### src/rtl/core/rpcp_pkg.sv
`timescale 1ns / 1ps
// ----------------------------------------------------------------------------
// rpcp_pkg
// Shared types, codes and the character tables of the command parser.
// ----------------------------------------------------------------------------
package rpcp_pkg;

  localparam logic [7:0] BYTE_LF  = 8'h0A;
  localparam logic [7:0] BYTE_ESC = 8'h1B;
  localparam logic [7:0] BYTE_GS  = 8'h1D;
  localparam logic [7:0] BYTE_SP  = 8'h20;

  localparam int FIFO_DEPTH = 4;
  localparam int FIFO_AW    = $clog2(FIFO_DEPTH);

  typedef enum logic [4:0] {
    PH_TEXT, PH_ESC, PH_ESC_MODE, PH_ESC_UL, PH_ESC_FEED, PH_ESC_SPACE,
    PH_ESC_JUST, PH_BAND_M, PH_BAND_NL, PH_BAND_NH, PH_BAND_DATA, PH_ESC_TABLE,
    PH_ESC_C, PH_ESC_C_ARG, PH_ESC_EMPH, PH_GS, PH_GS_CUT, PH_GS_CUT_N,
    PH_GS_RAS, PH_RAS_M, PH_RAS_XL, PH_RAS_XH, PH_RAS_YL, PH_RAS_YH,
    PH_RAS_DATA, PH_GS_PRINT, PH_DEF_X, PH_DEF_Y, PH_DEF_DATA
  } phase_t;

  typedef enum logic [3:0] {
    EV_CHAR, EV_FEED, EV_CUT, EV_RAS_HDR, EV_RAS_BYTE, EV_BAND_HDR,
    EV_BAND_BYTE, EV_DEF_BYTE, EV_PRINT_STORED
  } kind_t;

  typedef struct packed {
    logic [15:0] height;
    logic [18:0] width;
    logic [7:0]  spacing;
    logic [1:0]  justify;
    logic        underline;
    logic        dbl_height;
    logic        dbl_width;
    logic        emphasis;
    logic [15:0] value;
    kind_t       kind;
  } evt_t;

  typedef struct packed {
    evt_t       ev0;
    evt_t       ev1;
    logic [1:0] count;
  } evt_pair_t;

  localparam logic [15:0] TAB437 [128] = '{
    16'h00C7,16'h00FC,16'h00E9,16'h00E2,16'h00E4,16'h00E0,16'h00E5,16'h00E7,
    16'h00EA,16'h00EB,16'h00E8,16'h00EF,16'h00EE,16'h00EC,16'h00C4,16'h00C5,
    16'h00C9,16'h00E6,16'h00C6,16'h00F4,16'h00F6,16'h00F2,16'h00FB,16'h00F9,
    16'h00FF,16'h00D6,16'h00DC,16'h00A2,16'h00A3,16'h00A5,16'h20A7,16'h0192,
    16'h00E1,16'h00ED,16'h00F3,16'h00FA,16'h00F1,16'h00D1,16'h00AA,16'h00BA,
    16'h00BF,16'h2310,16'h00AC,16'h00BD,16'h00BC,16'h00A1,16'h00AB,16'h00BB,
    16'h2591,16'h2592,16'h2593,16'h2502,16'h2524,16'h2561,16'h2562,16'h2556,
    16'h2555,16'h2563,16'h2551,16'h2557,16'h255D,16'h255C,16'h255B,16'h2510,
    16'h2514,16'h2534,16'h252C,16'h251C,16'h2500,16'h253C,16'h255E,16'h255F,
    16'h255A,16'h2554,16'h2569,16'h2566,16'h2560,16'h2550,16'h256C,16'h2567,
    16'h2568,16'h2564,16'h2565,16'h2559,16'h2558,16'h2552,16'h2553,16'h256B,
    16'h256A,16'h2518,16'h250C,16'h2588,16'h2584,16'h258C,16'h2590,16'h2580,
    16'h03B1,16'h00DF,16'h0393,16'h03C0,16'h03A3,16'h03C3,16'h00B5,16'h03C4,
    16'h03A6,16'h0398,16'h03A9,16'h03B4,16'h221E,16'h03C6,16'h03B5,16'h2229,
    16'h2261,16'h00B1,16'h2265,16'h2264,16'h2320,16'h2321,16'h00F7,16'h2248,
    16'h00B0,16'h2219,16'h00B7,16'h221A,16'h207F,16'h00B2,16'h25A0,16'h00A0
  };

  localparam logic [15:0] TAB860 [48] = '{
    16'h00C7,16'h00FC,16'h00E9,16'h00E2,16'h00E3,16'h00E0,16'h00C1,16'h00E7,
    16'h00EA,16'h00CA,16'h00E8,16'h00CD,16'h00D4,16'h00EC,16'h00C3,16'h00C2,
    16'h00C9,16'h00C0,16'h00C8,16'h00F4,16'h00F5,16'h00F2,16'h00DA,16'h00F9,
    16'h00CC,16'h00D5,16'h00DC,16'h00A2,16'h00A3,16'h00D9,16'h20A7,16'h00D3,
    16'h00E1,16'h00ED,16'h00F3,16'h00FA,16'h00F1,16'h00D1,16'h00AA,16'h00BA,
    16'h00BF,16'h00D2,16'h00AC,16'h00BD,16'h00BC,16'h00A1,16'h00AB,16'h00BB
  };

  // Table 860 applies only when the selected code table is exactly 3.
  function automatic logic [15:0] map_char(input logic [7:0] c, input logic [7:0] tbl);
    logic [15:0] r;
    begin
      if (!c[7]) begin
        r = {8'h00, c};
      end else if (tbl == 8'd3 && c < 8'hB0) begin
        r = TAB860[6'(c - 8'h80)];
      end else begin
        r = TAB437[c[6:0]];
      end
      return r;
    end
  endfunction

endpackage

### src/rtl/core/rpcp_parser.sv
`timescale 1ns / 1ps
// ----------------------------------------------------------------------------
// rpcp_parser
// Command state machine, style and image counters; one byte per cycle while byte_valid is high.
// ----------------------------------------------------------------------------
module rpcp_parser (
  input  logic                clk,
  input  logic                rst,
  input  logic                byte_valid,
  input  logic [7:0]          byte_data,
  input  logic                cfg_we,
  input  logic [7:0]          cfg_wdata,
  output rpcp_pkg::evt_pair_t events
);

  rpcp_pkg::phase_t phase, phase_next;
  logic [3:0]  style, style_next;   // b0 emph, b1 dbl width, b2 dbl height, b3 ul
  logic [1:0]  justify, justify_next;
  logic [8:0]  spacing, spacing_next; // bit 8 marks automatic spacing
  logic [7:0]  code_table, code_table_next;
  logic [7:0]  column, column_next;
  logic [7:0]  wrap;
  logic [7:0]  mode_byte, mode_byte_next;
  logic [15:0] width_acc, width_acc_next;
  logic [15:0] height_acc, height_acc_next;
  logic [31:0] remaining, remaining_next;
  logic [7:0]  stored_w, stored_w_next;
  logic [7:0]  stored_h, stored_h_next;
  logic        stored_ok, stored_ok_next;

  logic [7:0]  b;
  logic        band_wide;
  logic [15:0] width_hi;
  logic [15:0] height_hi;
  logic [17:0] band_bytes;
  logic [31:0] ras_bytes;
  logic [15:0] def_prod;
  logic [31:0] rem_dec;
  logic [7:0]  col_inc;
  logic        wrap_hit;

  assign b         = byte_data;
  assign band_wide = (mode_byte == 8'd32) || (mode_byte == 8'd33);
  assign width_hi  = {b, width_acc[7:0]};
  assign height_hi = {b, height_acc[7:0]};
  assign band_bytes = band_wide ? ({2'b00, width_hi} + {1'b0, width_hi, 1'b0})
                                : {2'b00, width_hi};
  assign ras_bytes = width_acc * height_hi;
  assign def_prod  = stored_w * b;
  assign rem_dec   = (remaining != 32'd0) ? remaining - 32'd1 : 32'd0;
  assign col_inc   = (column != 8'hFF) ? column + 8'd1 : column;
  assign wrap_hit  = (wrap != 8'd0) && (col_inc >= wrap);

  // Next phase.
  always_comb begin
    phase_next = rpcp_pkg::PH_TEXT;
    unique case (phase)
      rpcp_pkg::PH_TEXT: begin
        if (b == rpcp_pkg::BYTE_ESC) phase_next = rpcp_pkg::PH_ESC;
        else if (b == rpcp_pkg::BYTE_GS) phase_next = rpcp_pkg::PH_GS;
      end
      rpcp_pkg::PH_ESC: begin
        unique case (b)
          8'h45:   phase_next = rpcp_pkg::PH_ESC_EMPH;
          8'h2D:   phase_next = rpcp_pkg::PH_ESC_UL;
          8'h64:   phase_next = rpcp_pkg::PH_ESC_FEED;
          8'h74:   phase_next = rpcp_pkg::PH_ESC_TABLE;
          8'h63:   phase_next = rpcp_pkg::PH_ESC_C;
          8'h33:   phase_next = rpcp_pkg::PH_ESC_SPACE;
          8'h21:   phase_next = rpcp_pkg::PH_ESC_MODE;
          8'h2A:   phase_next = rpcp_pkg::PH_BAND_M;
          8'h61:   phase_next = rpcp_pkg::PH_ESC_JUST;
          default: phase_next = rpcp_pkg::PH_TEXT;
        endcase
      end
      rpcp_pkg::PH_ESC_C:
        if (b == 8'h34 || b == 8'h35) phase_next = rpcp_pkg::PH_ESC_C_ARG;
      rpcp_pkg::PH_BAND_M:  phase_next = rpcp_pkg::PH_BAND_NL;
      rpcp_pkg::PH_BAND_NL: phase_next = rpcp_pkg::PH_BAND_NH;
      rpcp_pkg::PH_BAND_NH:
        if (band_bytes != 18'd0) phase_next = rpcp_pkg::PH_BAND_DATA;
      rpcp_pkg::PH_BAND_DATA, rpcp_pkg::PH_RAS_DATA, rpcp_pkg::PH_DEF_DATA:
        if (rem_dec != 32'd0) phase_next = phase;
      rpcp_pkg::PH_GS: begin
        if (b == 8'h56) phase_next = rpcp_pkg::PH_GS_CUT;
        else if (b == 8'h76) phase_next = rpcp_pkg::PH_GS_RAS;
        else if (b == 8'h2A) phase_next = rpcp_pkg::PH_DEF_X;
        else if (b == 8'h2F) phase_next = rpcp_pkg::PH_GS_PRINT;
      end
      rpcp_pkg::PH_GS_CUT:
        if (b == 8'd65 || b == 8'd66) phase_next = rpcp_pkg::PH_GS_CUT_N;
      rpcp_pkg::PH_GS_RAS:
        if (b == 8'h30) phase_next = rpcp_pkg::PH_RAS_M;
      rpcp_pkg::PH_RAS_M:  phase_next = rpcp_pkg::PH_RAS_XL;
      rpcp_pkg::PH_RAS_XL: phase_next = rpcp_pkg::PH_RAS_XH;
      rpcp_pkg::PH_RAS_XH: phase_next = rpcp_pkg::PH_RAS_YL;
      rpcp_pkg::PH_RAS_YL: phase_next = rpcp_pkg::PH_RAS_YH;
      rpcp_pkg::PH_RAS_YH:
        if (ras_bytes != 32'd0) phase_next = rpcp_pkg::PH_RAS_DATA;
      rpcp_pkg::PH_DEF_X: phase_next = rpcp_pkg::PH_DEF_Y;
      rpcp_pkg::PH_DEF_Y:
        if (def_prod != 16'd0) phase_next = rpcp_pkg::PH_DEF_DATA;
      default: phase_next = rpcp_pkg::PH_TEXT;
    endcase
  end

  // Data registers and events.
  always_comb begin
    rpcp_pkg::evt_t base;
    rpcp_pkg::evt_t e0;
    rpcp_pkg::evt_t e1;
    logic [1:0] n;
    base = '0;
    base.emphasis   = style[0];
    base.dbl_width  = style[1];
    base.dbl_height = style[2];
    base.underline  = style[3];
    base.justify    = justify;
    base.spacing    = spacing[8] ? 8'd0 : spacing[7:0];
    e0 = base;
    e1 = base;
    e1.kind  = rpcp_pkg::EV_FEED;
    e1.value = 16'd1;
    n = 2'd0;
    style_next      = style;
    justify_next    = justify;
    spacing_next    = spacing;
    code_table_next = code_table;
    column_next     = column;
    mode_byte_next  = mode_byte;
    width_acc_next  = width_acc;
    height_acc_next = height_acc;
    remaining_next  = remaining;
    stored_w_next   = stored_w;
    stored_h_next   = stored_h;
    stored_ok_next  = stored_ok;
    unique case (phase)
      rpcp_pkg::PH_TEXT: begin
        if (b == rpcp_pkg::BYTE_LF) begin
          e0.kind = rpcp_pkg::EV_FEED; e0.value = 16'd1; n = 2'd1;
          column_next = 8'd0;
        end else if (b >= rpcp_pkg::BYTE_SP && b != rpcp_pkg::BYTE_ESC
                     && b != rpcp_pkg::BYTE_GS) begin
          e0.kind = rpcp_pkg::EV_CHAR;
          e0.value = rpcp_pkg::map_char(b, code_table);
          if (wrap_hit) begin
            n = 2'd2; column_next = 8'd0;
          end else begin
            n = 2'd1; column_next = col_inc;
          end
        end
      end
      rpcp_pkg::PH_ESC: begin
        if (b == 8'h40) begin
          style_next = 4'd0; justify_next = 2'd0; spacing_next = 9'h100;
        end else if (b == 8'h32) begin
          spacing_next = 9'd30;
        end else if (b == 8'h69 || b == 8'h6D) begin
          e0.kind = rpcp_pkg::EV_CUT; n = 2'd1;
        end
      end
      rpcp_pkg::PH_ESC_MODE: style_next = {b[7], b[4], b[5], b[3]};
      rpcp_pkg::PH_ESC_UL:
        style_next[3] = !(b == 8'd0 || b == 8'd48);
      rpcp_pkg::PH_ESC_EMPH: style_next[0] = b[0];
      rpcp_pkg::PH_ESC_FEED: begin
        if (b != 8'd0) begin
          e0.kind = rpcp_pkg::EV_FEED; e0.value = {8'h00, b}; n = 2'd1;
          column_next = 8'd0;
        end
      end
      rpcp_pkg::PH_ESC_SPACE: spacing_next = {1'b0, b};
      rpcp_pkg::PH_ESC_JUST: begin
        if (b == 8'd1 || b == 8'd49) justify_next = 2'd1;
        else if (b == 8'd2 || b == 8'd50) justify_next = 2'd2;
        else justify_next = 2'd0;
      end
      rpcp_pkg::PH_ESC_TABLE: code_table_next = b;
      rpcp_pkg::PH_BAND_M, rpcp_pkg::PH_RAS_M: mode_byte_next = b;
      rpcp_pkg::PH_BAND_NL, rpcp_pkg::PH_RAS_XL: width_acc_next = {8'h00, b};
      rpcp_pkg::PH_BAND_NH: begin
        width_acc_next = width_hi;
        remaining_next = {14'd0, band_bytes};
        if (band_bytes != 18'd0) begin
          e0.kind = rpcp_pkg::EV_BAND_HDR; n = 2'd1;
          e0.width  = {3'd0, width_hi};
          e0.height = band_wide ? 16'd24 : 16'd8;
        end
      end
      rpcp_pkg::PH_BAND_DATA, rpcp_pkg::PH_RAS_DATA, rpcp_pkg::PH_DEF_DATA: begin
        if (phase == rpcp_pkg::PH_BAND_DATA) e0.kind = rpcp_pkg::EV_BAND_BYTE;
        else if (phase == rpcp_pkg::PH_RAS_DATA) e0.kind = rpcp_pkg::EV_RAS_BYTE;
        else e0.kind = rpcp_pkg::EV_DEF_BYTE;
        if (phase == rpcp_pkg::PH_DEF_DATA) stored_ok_next = 1'b1;
        e0.value = {8'h00, b}; n = 2'd1;
        remaining_next = rem_dec;
      end
      rpcp_pkg::PH_GS_CUT: begin
        if (!(b == 8'd65 || b == 8'd66)) begin
          e0.kind = rpcp_pkg::EV_CUT; n = 2'd1;
        end
      end
      rpcp_pkg::PH_GS_CUT_N: begin
        e0.kind = rpcp_pkg::EV_CUT; n = 2'd1;
      end
      rpcp_pkg::PH_RAS_XH: width_acc_next = width_hi;
      rpcp_pkg::PH_RAS_YL: height_acc_next = {8'h00, b};
      rpcp_pkg::PH_RAS_YH: begin
        height_acc_next = height_hi;
        remaining_next = ras_bytes;
        if (ras_bytes != 32'd0) begin
          e0.kind = rpcp_pkg::EV_RAS_HDR; n = 2'd1;
          e0.width  = {width_acc, 3'b000};
          e0.height = height_hi;
        end
      end
      rpcp_pkg::PH_GS_PRINT: begin
        if (stored_ok) begin
          e0.kind = rpcp_pkg::EV_PRINT_STORED; n = 2'd1;
          e0.width  = {8'd0, stored_w, 3'b000};
          e0.height = {5'd0, stored_h, 3'b000};
        end
      end
      rpcp_pkg::PH_DEF_X: stored_w_next = b;
      rpcp_pkg::PH_DEF_Y: begin
        stored_h_next  = b;
        remaining_next = {13'd0, def_prod, 3'b000};
        if (def_prod != 16'd0) stored_ok_next = 1'b0;
      end
      default: ;
    endcase
    events.ev0   = e0;
    events.ev1   = e1;
    events.count = byte_valid ? n : 2'd0;
  end

  always_ff @(posedge clk) begin
    if (rst) begin
      phase      <= rpcp_pkg::PH_TEXT;
      style      <= 4'd0;
      justify    <= 2'd0;
      spacing    <= 9'h100;
      code_table <= 8'd0;
      column     <= 8'd0;
      wrap       <= 8'd0;
      mode_byte  <= 8'd0;
      width_acc  <= 16'd0;
      height_acc <= 16'd0;
      remaining  <= 32'd0;
      stored_w   <= 8'd0;
      stored_h   <= 8'd0;
      stored_ok  <= 1'b0;
    end else begin
      if (byte_valid) begin
        phase      <= phase_next;
        style      <= style_next;
        justify    <= justify_next;
        spacing    <= spacing_next;
        code_table <= code_table_next;
        mode_byte  <= mode_byte_next;
        width_acc  <= width_acc_next;
        height_acc <= height_acc_next;
        remaining  <= remaining_next;
        stored_w   <= stored_w_next;
        stored_h   <= stored_h_next;
        stored_ok  <= stored_ok_next;
      end
      if (cfg_we) begin
        wrap   <= cfg_wdata;
        column <= 8'd0;
      end else if (byte_valid) begin
        column <= column_next;
      end
    end
  end

endmodule

### src/rtl/core/rpcp_out_fifo.sv
`timescale 1ns / 1ps
// ----------------------------------------------------------------------------
// rpcp_out_fifo
// Small result queue taking up to two events per cycle, handing out one while out_ready is high.
// ----------------------------------------------------------------------------
module rpcp_out_fifo (
  input  logic                clk,
  input  logic                rst,
  input  rpcp_pkg::evt_pair_t push,
  output logic                room,
  output logic                out_valid,
  input  logic                out_ready,
  output rpcp_pkg::evt_t      out_evt,
  output logic                out_last
);

  rpcp_pkg::evt_t             mem  [rpcp_pkg::FIFO_DEPTH];
  logic                       last [rpcp_pkg::FIFO_DEPTH];
  logic [rpcp_pkg::FIFO_AW-1:0] wr_ptr, rd_ptr, wr_ptr1;
  logic [rpcp_pkg::FIFO_AW:0]   count;
  logic                       pop;

  // Two free entries are needed, as one byte may cause two events.
  assign room      = count <= (rpcp_pkg::FIFO_AW + 1)'(rpcp_pkg::FIFO_DEPTH - 2);
  assign out_valid = count != '0;
  assign pop       = out_valid && out_ready;
  assign out_evt   = mem[rd_ptr];
  assign out_last  = last[rd_ptr];
  assign wr_ptr1   = wr_ptr + 1'b1;

  always_ff @(posedge clk) begin
    if (push.count != 2'd0) begin
      mem[wr_ptr]  <= push.ev0;
      last[wr_ptr] <= push.count == 2'd1;
    end
    if (push.count == 2'd2) begin
      mem[wr_ptr1]  <= push.ev1;
      last[wr_ptr1] <= 1'b1;
    end
  end

  always_ff @(posedge clk) begin
    if (rst) begin
      wr_ptr <= '0;
      rd_ptr <= '0;
      count  <= '0;
    end else begin
      wr_ptr <= wr_ptr + rpcp_pkg::FIFO_AW'(push.count);
      if (pop) rd_ptr <= rd_ptr + 1'b1;
      count <= count + (rpcp_pkg::FIFO_AW + 1)'(push.count)
               - (rpcp_pkg::FIFO_AW + 1)'(pop);
    end
  end

endmodule

### src/rtl/core/receipt_printer_command_parser_core.sv
`timescale 1ns / 1ps
// ----------------------------------------------------------------------------
// receipt_printer_command_parser_core
// Parses a receipt-printer command byte stream into print events.
// ----------------------------------------------------------------------------
//
//  Channel   Direction  Carries
//  s_axis    in         one command byte per beat
//  m_axis    out        one event per beat, tlast on the last event of a byte
//  cfg       in         wrap column count, written with cfg_we
//
// One byte is taken per cycle while s_axis_tready is high. The parser state
// and style registers update at the accepting edge, and the byte's one or
// two events enter a four-entry result queue, visible on m_axis in the next
// cycle if the queue was empty. s_axis_tready is high while the queue holds
// at most two events, so that both events of a byte always fit. With the
// output side stalled, the input is held off once three events wait, which
// is after at most three beats that each cause an event; bytes that cause no
// event are still taken. A byte that causes two events is handed out as two
// beats on m_axis. Reset is synchronous and needs no clearing pass.
//
module receipt_printer_command_parser_core (
  input  logic        clk,
  input  logic        rst,
  input  logic        s_axis_tvalid,
  output logic        s_axis_tready,
  input  logic [7:0]  s_axis_tdata,   // [7:0] stream_byte
  output logic        m_axis_tvalid,
  input  logic        m_axis_tready,
  // [3:0] event_kind, [19:4] event_value, [20] style_emphasis,
  // [21] style_double_width, [22] style_double_height, [23] style_underline,
  // [25:24] justify, [33:26] feed_spacing, [52:34] image_width_dots,
  // [68:53] image_height_dots, [71:69] zero
  output logic [71:0] m_axis_tdata,
  output logic        m_axis_tlast,   // last_of_run
  input  logic        cfg_we,
  input  logic [7:0]  cfg_wdata
);

  rpcp_pkg::evt_pair_t events;
  rpcp_pkg::evt_t      head;
  logic                accept;

  // A byte is taken when it is valid and the queue can absorb both possible events.
  assign accept = s_axis_tvalid && s_axis_tready;

  rpcp_parser u_parser (
    .clk        (clk),
    .rst        (rst),
    .byte_valid (accept),
    .byte_data  (s_axis_tdata),
    .cfg_we     (cfg_we),
    .cfg_wdata  (cfg_wdata),
    .events     (events)
  );

  rpcp_out_fifo u_fifo (
    .clk       (clk),
    .rst       (rst),
    .push      (events),
    .room      (s_axis_tready),
    .out_valid (m_axis_tvalid),
    .out_ready (m_axis_tready),
    .out_evt   (head),
    .out_last  (m_axis_tlast)
  );

  // The event struct is laid out so that it maps straight onto tdata.
  assign m_axis_tdata = {3'b000, head};

endmodule

### config.mk
export PLATFORM = sky130hd
export DESIGN_NAME = receipt_printer_command_parser_core
export DESIGN_NICKNAME = d
export VERILOG_FILES = /design/src/rtl/core/rpcp_pkg.sv /design/src/rtl/core/rpcp_parser.sv /design/src/rtl/core/rpcp_out_fifo.sv /design/src/rtl/core/receipt_printer_command_parser_core.sv
export SDC_FILE = /design/constraint.sdc
export NUM_CORES = 2
export LEC_CHECK = 0
export ABC_AREA = 1
export BUFFER_PORTS_ARGS = -buffer_cell sky130_fd_sc_hd__buf_4
export CORE_MARGIN = 1
export CORE_UTILIZATION = 60
export CTS_CLUSTER_DIAMETER = 50
export DETAILED_ROUTE_END_ITERATION = 6
export PLACE_DENSITY = 0.74
export SKIP_CTS_REPAIR_TIMING = 1
export SLEW_MARGIN = 20
export SYNTH_ARGS = -nofsm -noshare
export SYNTH_HDL_FRONTEND = slang
export SYNTH_SLANG_ARGS = --single-unit
### constraint.sdc
create_clock -name clk -period 9.7 [get_ports clk]
set_input_delay 1.455 -clock clk [delete_from_list [all_inputs] [get_ports clk]]
set_output_delay 1.455 -clock clk [all_outputs]
set_load 0.01 [all_outputs]
Word-level counts from Yosys, hierarchy flattened
Memory sizes are Yosys's and may differ from the RTL's. A register that Yosys moved wholly into a read port is not among the register bits.
Cells that the tools add are included.
- register bits after elaboration: 132
- RAM bits: 280
- bits in read-only memories: 3072
- memories: 4
- add/sub/neg operators: 9
- multiply operators: 2
- magnitude comparators: 6
- eq/ne operators: 69
- multiplexer cells: 87
- bitwise operators: 4
- reduce and logical (&&, ||, !) cells: 56
- memory list (memory ; depth ; bits a word ; rd ports ; clocked after Yosys merged registers in ; write ports ; line ; source):
    (no name shown) ; 128 ; 16 ; 1 ; 0 ; 0 ; rpcp_pkg.sv:85 ; r = TAB437[c[6:0]];
    (no name shown) ; 64 ; 16 ; 1 ; 0 ; 0 ; rpcp_pkg.sv:83 ; r = TAB860[6'(c - 8'h80)];
    u_fifo.mem ; 4 ; 69 ; 1 ; 1 ; 2 ; rpcp_out_fifo.sv:17 ; rpcp_pkg::evt_t mem [rpcp_pkg::FIFO_DEPTH];
    u_fifo.last ; 4 ; 1 ; 1 ; 1 ; 2 ; rpcp_out_fifo.sv:18 ; logic last [rpcp_pkg::FIFO_DEPTH];
- operators by type and width (kind ; number):
    32-bit one-hot mux with 4 select lines ; 1
    35-bit one-hot mux with 3 select lines ; 1
    8-bit by 6-bit equality test with 1-bit output (second input constant) ; 12
    8-bit by 7-bit equality test with 1-bit output (second input constant) ; 12
    16-bit two-way mux ; 6
    32-bit nonzero test ; 3
    5-bit one-hot mux with 17 select lines ; 1
    4-bit one-hot mux with 9 select lines ; 2
    5-bit equality test (second input constant) ; 13
    5-bit two-way mux ; 11
    8-bit two-way mux ; 6
    16-bit one-hot mux with 3 select lines ; 1
    20-bit two-way mux ; 2
    5-bit by 4-bit equality test with 1-bit output (second input constant) ; 7
    35-bit two-way mux ; 1
    16-bit by 16-bit multiplier with 32-bit output ; 1
    2-bit two-way mux ; 16
    32-bit two-way mux ; 1
    4-bit two-way mux ; 8
    16-bit one-hot mux with 2 select lines ; 1
    8-bit one-hot mux with 2 select lines ; 2
    32-bit by 1-bit subtractor with 32-bit output (second input constant) ; 1
    30-bit two-way mux ; 1
    24-bit two-way mux ; 1
    58 further kinds ; 122

Longest topological paths before layout
- depth in word-level cells: 12
- gate-level depth with buffers: 42

Cells and area by module
From an unflattened synthesis, not the netlist that was laid out.
- cell total of the unflattened synthesis: 5067
- area total of the unflattened synthesis: 37206.9 um^2
- modules (own cells, without submodules) (module ; times used ; cells each ; area an instance (um^2) ; sequential area each (um^2)):
    rpcp_parser ; 1 ; 3614 ; 23236.0 ; 2482.4
    rpcp_out_fifo ; 1 ; 1447 ; 13937.1 ; 8548.2
    receipt_printer_command_parser_core ; 1 ; 6 ; 33.8 ; 0.0

Worst setup path before layout
Ideal clock, no wire load.
- path kind: in2reg
- start point: in s_axis_tdata[3]
- end point: reg u_fifo.count[2] (netlist bit)
- setup time: 120 ps
- data arrival time: 8612 ps
- path slack: 968 ps
- stages: 35
- cells stage by stage: clkbuf_1 clkbuf_1 buf_1 clkbuf_1 buf_1 nand2_1 fa_1 fa_1 fa_1 fa_1 fa_1 fa_1 inv_1 ha_1 nand2_1 nor2_1 inv_1 nor2_2 nand4_1 nand3_1 nand2_1 nand2_1 nand2_1 nor2_1 nand2_1 o21ai_4 nand3_2 nand2_2 ha_1 inv_1 ha_1 fa_1 xor2_1 o21ai_0 a21oi_1
- longest elaborated chain between the ends: 9
- elaborated cells on any way between the ends: 33
- those cells by class: add/sub: 3; mul: 1; order compare: 1; eq/ne: 9; mux: 12; reduce/logical: 7
- ends and longest elaborated chain (what ; line ; source):
    from (decl) ; receipt_printer_command_parser_core.sv:27 ; input logic [7:0] s_axis_tdata,
    branches (longest 5 deep; another with 16-bit by 16-bit multiplier with 32-bit output) ; - ;
    2-bit one-hot mux with 8 select lines (*) ; rpcp_parser.sv:137 ; unique case (phase)
    2-bit two-way mux (*) ; rpcp_parser.sv:234 ; events.count = byte_valid ? n : 2'd0;
    3-bit by 2-bit adder with 3-bit output (*) ; rpcp_out_fifo.sv:50 ; count <= count + (rpcp_pkg::FIFO_AW + 1)'(push.count)
    3-bit by 1-bit subtractor with 3-bit output (*) ; rpcp_out_fifo.sv:51 ; - (rpcp_pkg::FIFO_AW + 1)'(pop);
    to (signal assigned) ; rpcp_out_fifo.sv:50 ;
    to (decl) ; rpcp_out_fifo.sv:20 ; logic [rpcp_pkg::FIFO_AW:0] count;
Every way passes the cells marked *.
A chain may end at the register's enable or synchronous reset.

Worst setup path after layout
- start point: reg u_parser.height_acc[4]
- end point: reg u_fifo.count[2] (netlist bit)
- longest elaborated chain between the ends: 7
- ends and longest elaborated chain (what ; line ; source):
    from (decl) ; rpcp_parser.sv:25 ; logic [15:0] height_acc, height_acc_next;
    from (signal assigned) ; rpcp_parser.sv:262 ; height_acc <= height_acc_next;
    16-bit by 16-bit multiplier with 32-bit output ; rpcp_parser.sv:48 ; assign ras_bytes = width_acc * height_hi;
    32-bit nonzero test ; rpcp_parser.sv:211 ; if (ras_bytes != 32'd0) begin
    1-bit two-way mux ; rpcp_parser.sv:211 ;
    2-bit one-hot mux with 8 select lines ; rpcp_parser.sv:137 ;
    2-bit two-way mux ; rpcp_parser.sv:234 ;
    3-bit by 2-bit adder with 3-bit output ; rpcp_out_fifo.sv:50 ;
    3-bit by 1-bit subtractor with 3-bit output ; rpcp_out_fifo.sv:51 ;
Every way passes these cells.

==> flow_summary.yaml <==
finish:
  drive_gt1_share_pct: 5.42
  area_delta_synth_final_pct: 7.24
  final_cell_mix: "1259 x nand2_1, 752 x inv_1, 612 x nor2_1, 455 x a21oi_1, 339 x dfxtp_1"
  regArea_mm2: 0.00851
  fin_area_mm2: 0.0375
  multi_input_area_mm2: 0.0222
  layout_commonest_cell: "nand2_1"
  fill_cells: 5482
  stdcell_count: 5930
  nets: 5566
synthesis:
  synth_top_area_share_pct: 19.5
  synth_area_mm2: 0.0349
  synthArstFlopShare_pct: 0
  synth.area.top_cells: "dfxtp_1 20%, nand2_1 14%, fa_1 13%"
  synth_cell_type_count: 61
  synth_cells: 5231
  seq_area_frac_synth_pct: 24.4
  avgSynthCellArea_um2: 6.68
  yosysWarnings: 0
  ys_ff_latch: 397
  synthFlopType: "dfxtp_1"
  synth_edf_count: 56
  yosys.area.top_type: "dfxtp_1"
placed_design:
  pre_cts_ws_ps: 1110
  place_congestion: 1.04
  io_buffers: 88
  postPlaceCellArea_mm2: 0.0357
  placedCellCount: 5835
  dpl.hpwl_um: 79200
setup_path:
  critPathSlowestCell: "dfxtp_1"
  path_buf_inv: 3
  cp-end-kind: "flip-flop"
  worst_ep_arrival_time_ps: 8590
  cpMostUsedCell: "fa_1"
  path_max_fanout: 18
  critical_path_required_ps: 10250
  cp_top_family: "adder cells"
  startpoint_type: "flip-flop"
  slowest_delay_ps: 950
  critPathKind: "flip-flop to flip-flop"
global_route:
  grt_max_degree: 210
  antenna_found_initial: 1
  grt_pass1_vias: 32389
  grt_pass1_wl_um: 179000
  overflow: 0
  track_usage_pct: 38.1
power_and_ir_drop:
  p_clk_share_pct: 31.1
  switchingPower_w: 0.00234
  p_int_w: 0.00412
  combPwrFrac_pct: 32.6
  power_frac_seq_pct: 36.3
  peakVddDrop_mv: 0.228
  power_w: 0.00645
  power_density_mw_per_mm2: 172
  power_leakage_nw: 19.0
  switching_share_pct: 36.2
clock_tree:
  clockBufferDepth: 3
  clock-root-buffer: "clkbuf_16"
  cts_buffers: 51
  clock_sinks: 397
  h-tree-depth: 2
  cts_tree: "done"
  clkLatencyLatePin_ps: 630
  cts.clk_slew.worst_paths_ps: 60
outcome:
  status: "complete, no violations"
drt:
  vias: 34417
  vias_per_cell: 5.80
  wirelength_um: 114000
  first_pass_iters: 6
  antenna_left: 0
  wire_per_inst_um: 19.2
  drt-initial-drc-count: 3253
  drc: 0
floorplanning:
  io_pins: 96
  fp.coreArea_mm2: 0.0576
  num_rows: 88
  die_area_mm2: 0.0592
  die_h_um: 243
  initial_utilization_pct: 60.7
  die_w_um: 243
timing:
  report.final.hold_viol_count: 0
  finalCritPeriodShare_pct: 82.9
  finalSetupViolCount: 0
  relSlewSlack_pct: 24.4
  final.setup.worst_slack_ps: 1660
  tightest_slew_ps: 1130
  fin_skew_ps: 53.1
  finalCriticalPeriod_ps: 8040
  rsz0062_at_grt: "false"
  slew_violations: 0
  fmax_mhz: 124
  tns_ps: 0
worst_hold_path:
  hold_class: "flip-flop to flip-flop"
flow_run:
  max_cap_viol_count: 0
[routing by layer]
metal  global-route usage [%]  routed length [µm]  part of all wire [%]  vias to the layer above
met4                     16.8                5150                   4.5                        0
met1                     50.8               46300                    41                    16055
li1                         -                   -                     -                    16413
met5                        0                   0                     0                        -
met2                     60.9               51700                    45                     1669
met3                     6.06               10500                   9.2                      280
[cells in the mapped netlist, types with 3 or more instances]
master     number
a31oi_1        11
xnor2_1        12
nor2_1        614
nand3_2         3
o2bb2ai_1       5
buf_6          24
o211ai_1       31
inv_1         755
clkinv_1        4
nand2_1      1263
xor2_1         23
nor3_1         44
nand4_1        30
clkbuf_1      199
dfxtp_1       341
o22ai_1        86
ha_1          190
buf_1          54
buf_4          12
nand2_2         4
o2111ai_1       5
or2_2          11
o21ai_0       288
o31ai_1         5
a21o_1          3
buf_2          30
a221oi_1        4
nand3_1       334
a32oi_1         4
a211oi_1       12
nand3b_1       15
nor4_1         12
nor2_2          7
o21a_1          3
a22oi_1         7
o221ai_1        5
a21oi_1       455
inv_2           3
edfxtp_1       56
fa_1          232
o21bai_1        7
[path summary, 6_finish.rpt]
check                                      start                         end  slack [ps]  cells after the start
max reg2reg  u_parser.height_acc[4]$_SDFFE_PP0P_  u_fifo.count[2]$_SDFF_PP0_        1660                     29
max          u_parser.height_acc[4]$_SDFFE_PP0P_  u_fifo.count[2]$_SDFF_PP0_        1660                     29
min reg2reg               u_fifo.last[1]$_DFF_P_      u_fifo.last[1]$_DFF_P_         450                      2
min                       u_fifo.last[1]$_DFF_P_      u_fifo.last[1]$_DFF_P_         450                      2
[worst min-delay path: cells and delay by family, from the launching register on]
family | cells | cell delay, ps
DFF | 1 | 320
and+or+nand+nor | 2 | 100
[flip-flops by register name, summed over array words and instances (netlist names), 3 cells and up, named ones only]
register,flops
u_fifo.mem,260
u_parser.remaining,32
u_parser.width_acc,16
u_parser.spacing,9
u_parser.code_table,8
u_parser.column,8
u_parser.height_acc,8
u_parser.stored_h,8
u_parser.stored_w,8
u_parser.wrap,8
u_parser.mode_byte,7
u_parser.phase,5
u_fifo.last,4
u_parser.style,4
u_fifo.count,3
[power groups by stage]
stage,Sequential (W),Clock [W],Combinational (W)
detailed placement,0.00236,0,0.00208
floorplan,0.00230,0,0.00146
global placement,0.00235,0,0.00206
finish,0.00234,0.00201,0.00211
CTS,0.00234,0.00201,0.00209
global route,0.00239,0.00209,0.00234
[area by class of cell]
type	instances	area share, %
clock buffer	74	3.91
sequential	397	22.7
clock inverter	20	0.898
tap	765	2.56
inverter	762	7.64
multi-input combinational	3759	59.2
antenna	1	0.00668
timing repair buffer	152	3.11
[kinds of logic (layout without fill, tap and decap cells)]
| group | count (synthesis) | count (layout) | synth area share (%) |
|---|---|---|---|
| AO/OA/AOI/OAI | 948 | 948 | 14.9 |
| flip-flops | 397 | 397 | 24.4 |
| buffers and inverters | 1081 | 1008 | 12.4 |
| other | 1 | 8 | 0.0107 |
| adder cells (fa/ha/maj) | 422 | 422 | 20.1 |
| XOR/XNOR | 35 | 35 | 0.878 |
| multiplexers | 1 | 1 | 0.0322 |
| AND/OR/NAND/NOR | 2346 | 2346 | 27.4 |
[stage by stage]
step / hold slack [ps] / util (%)
floorplan: 424 / -
finish: 452 / 65.1
detailed placement: 439 / 61.9
global placement: 438 / 61.9
global route: 481 / 65.1
CTS: 454 / 65.1
(Power assumes the default switching activity.)
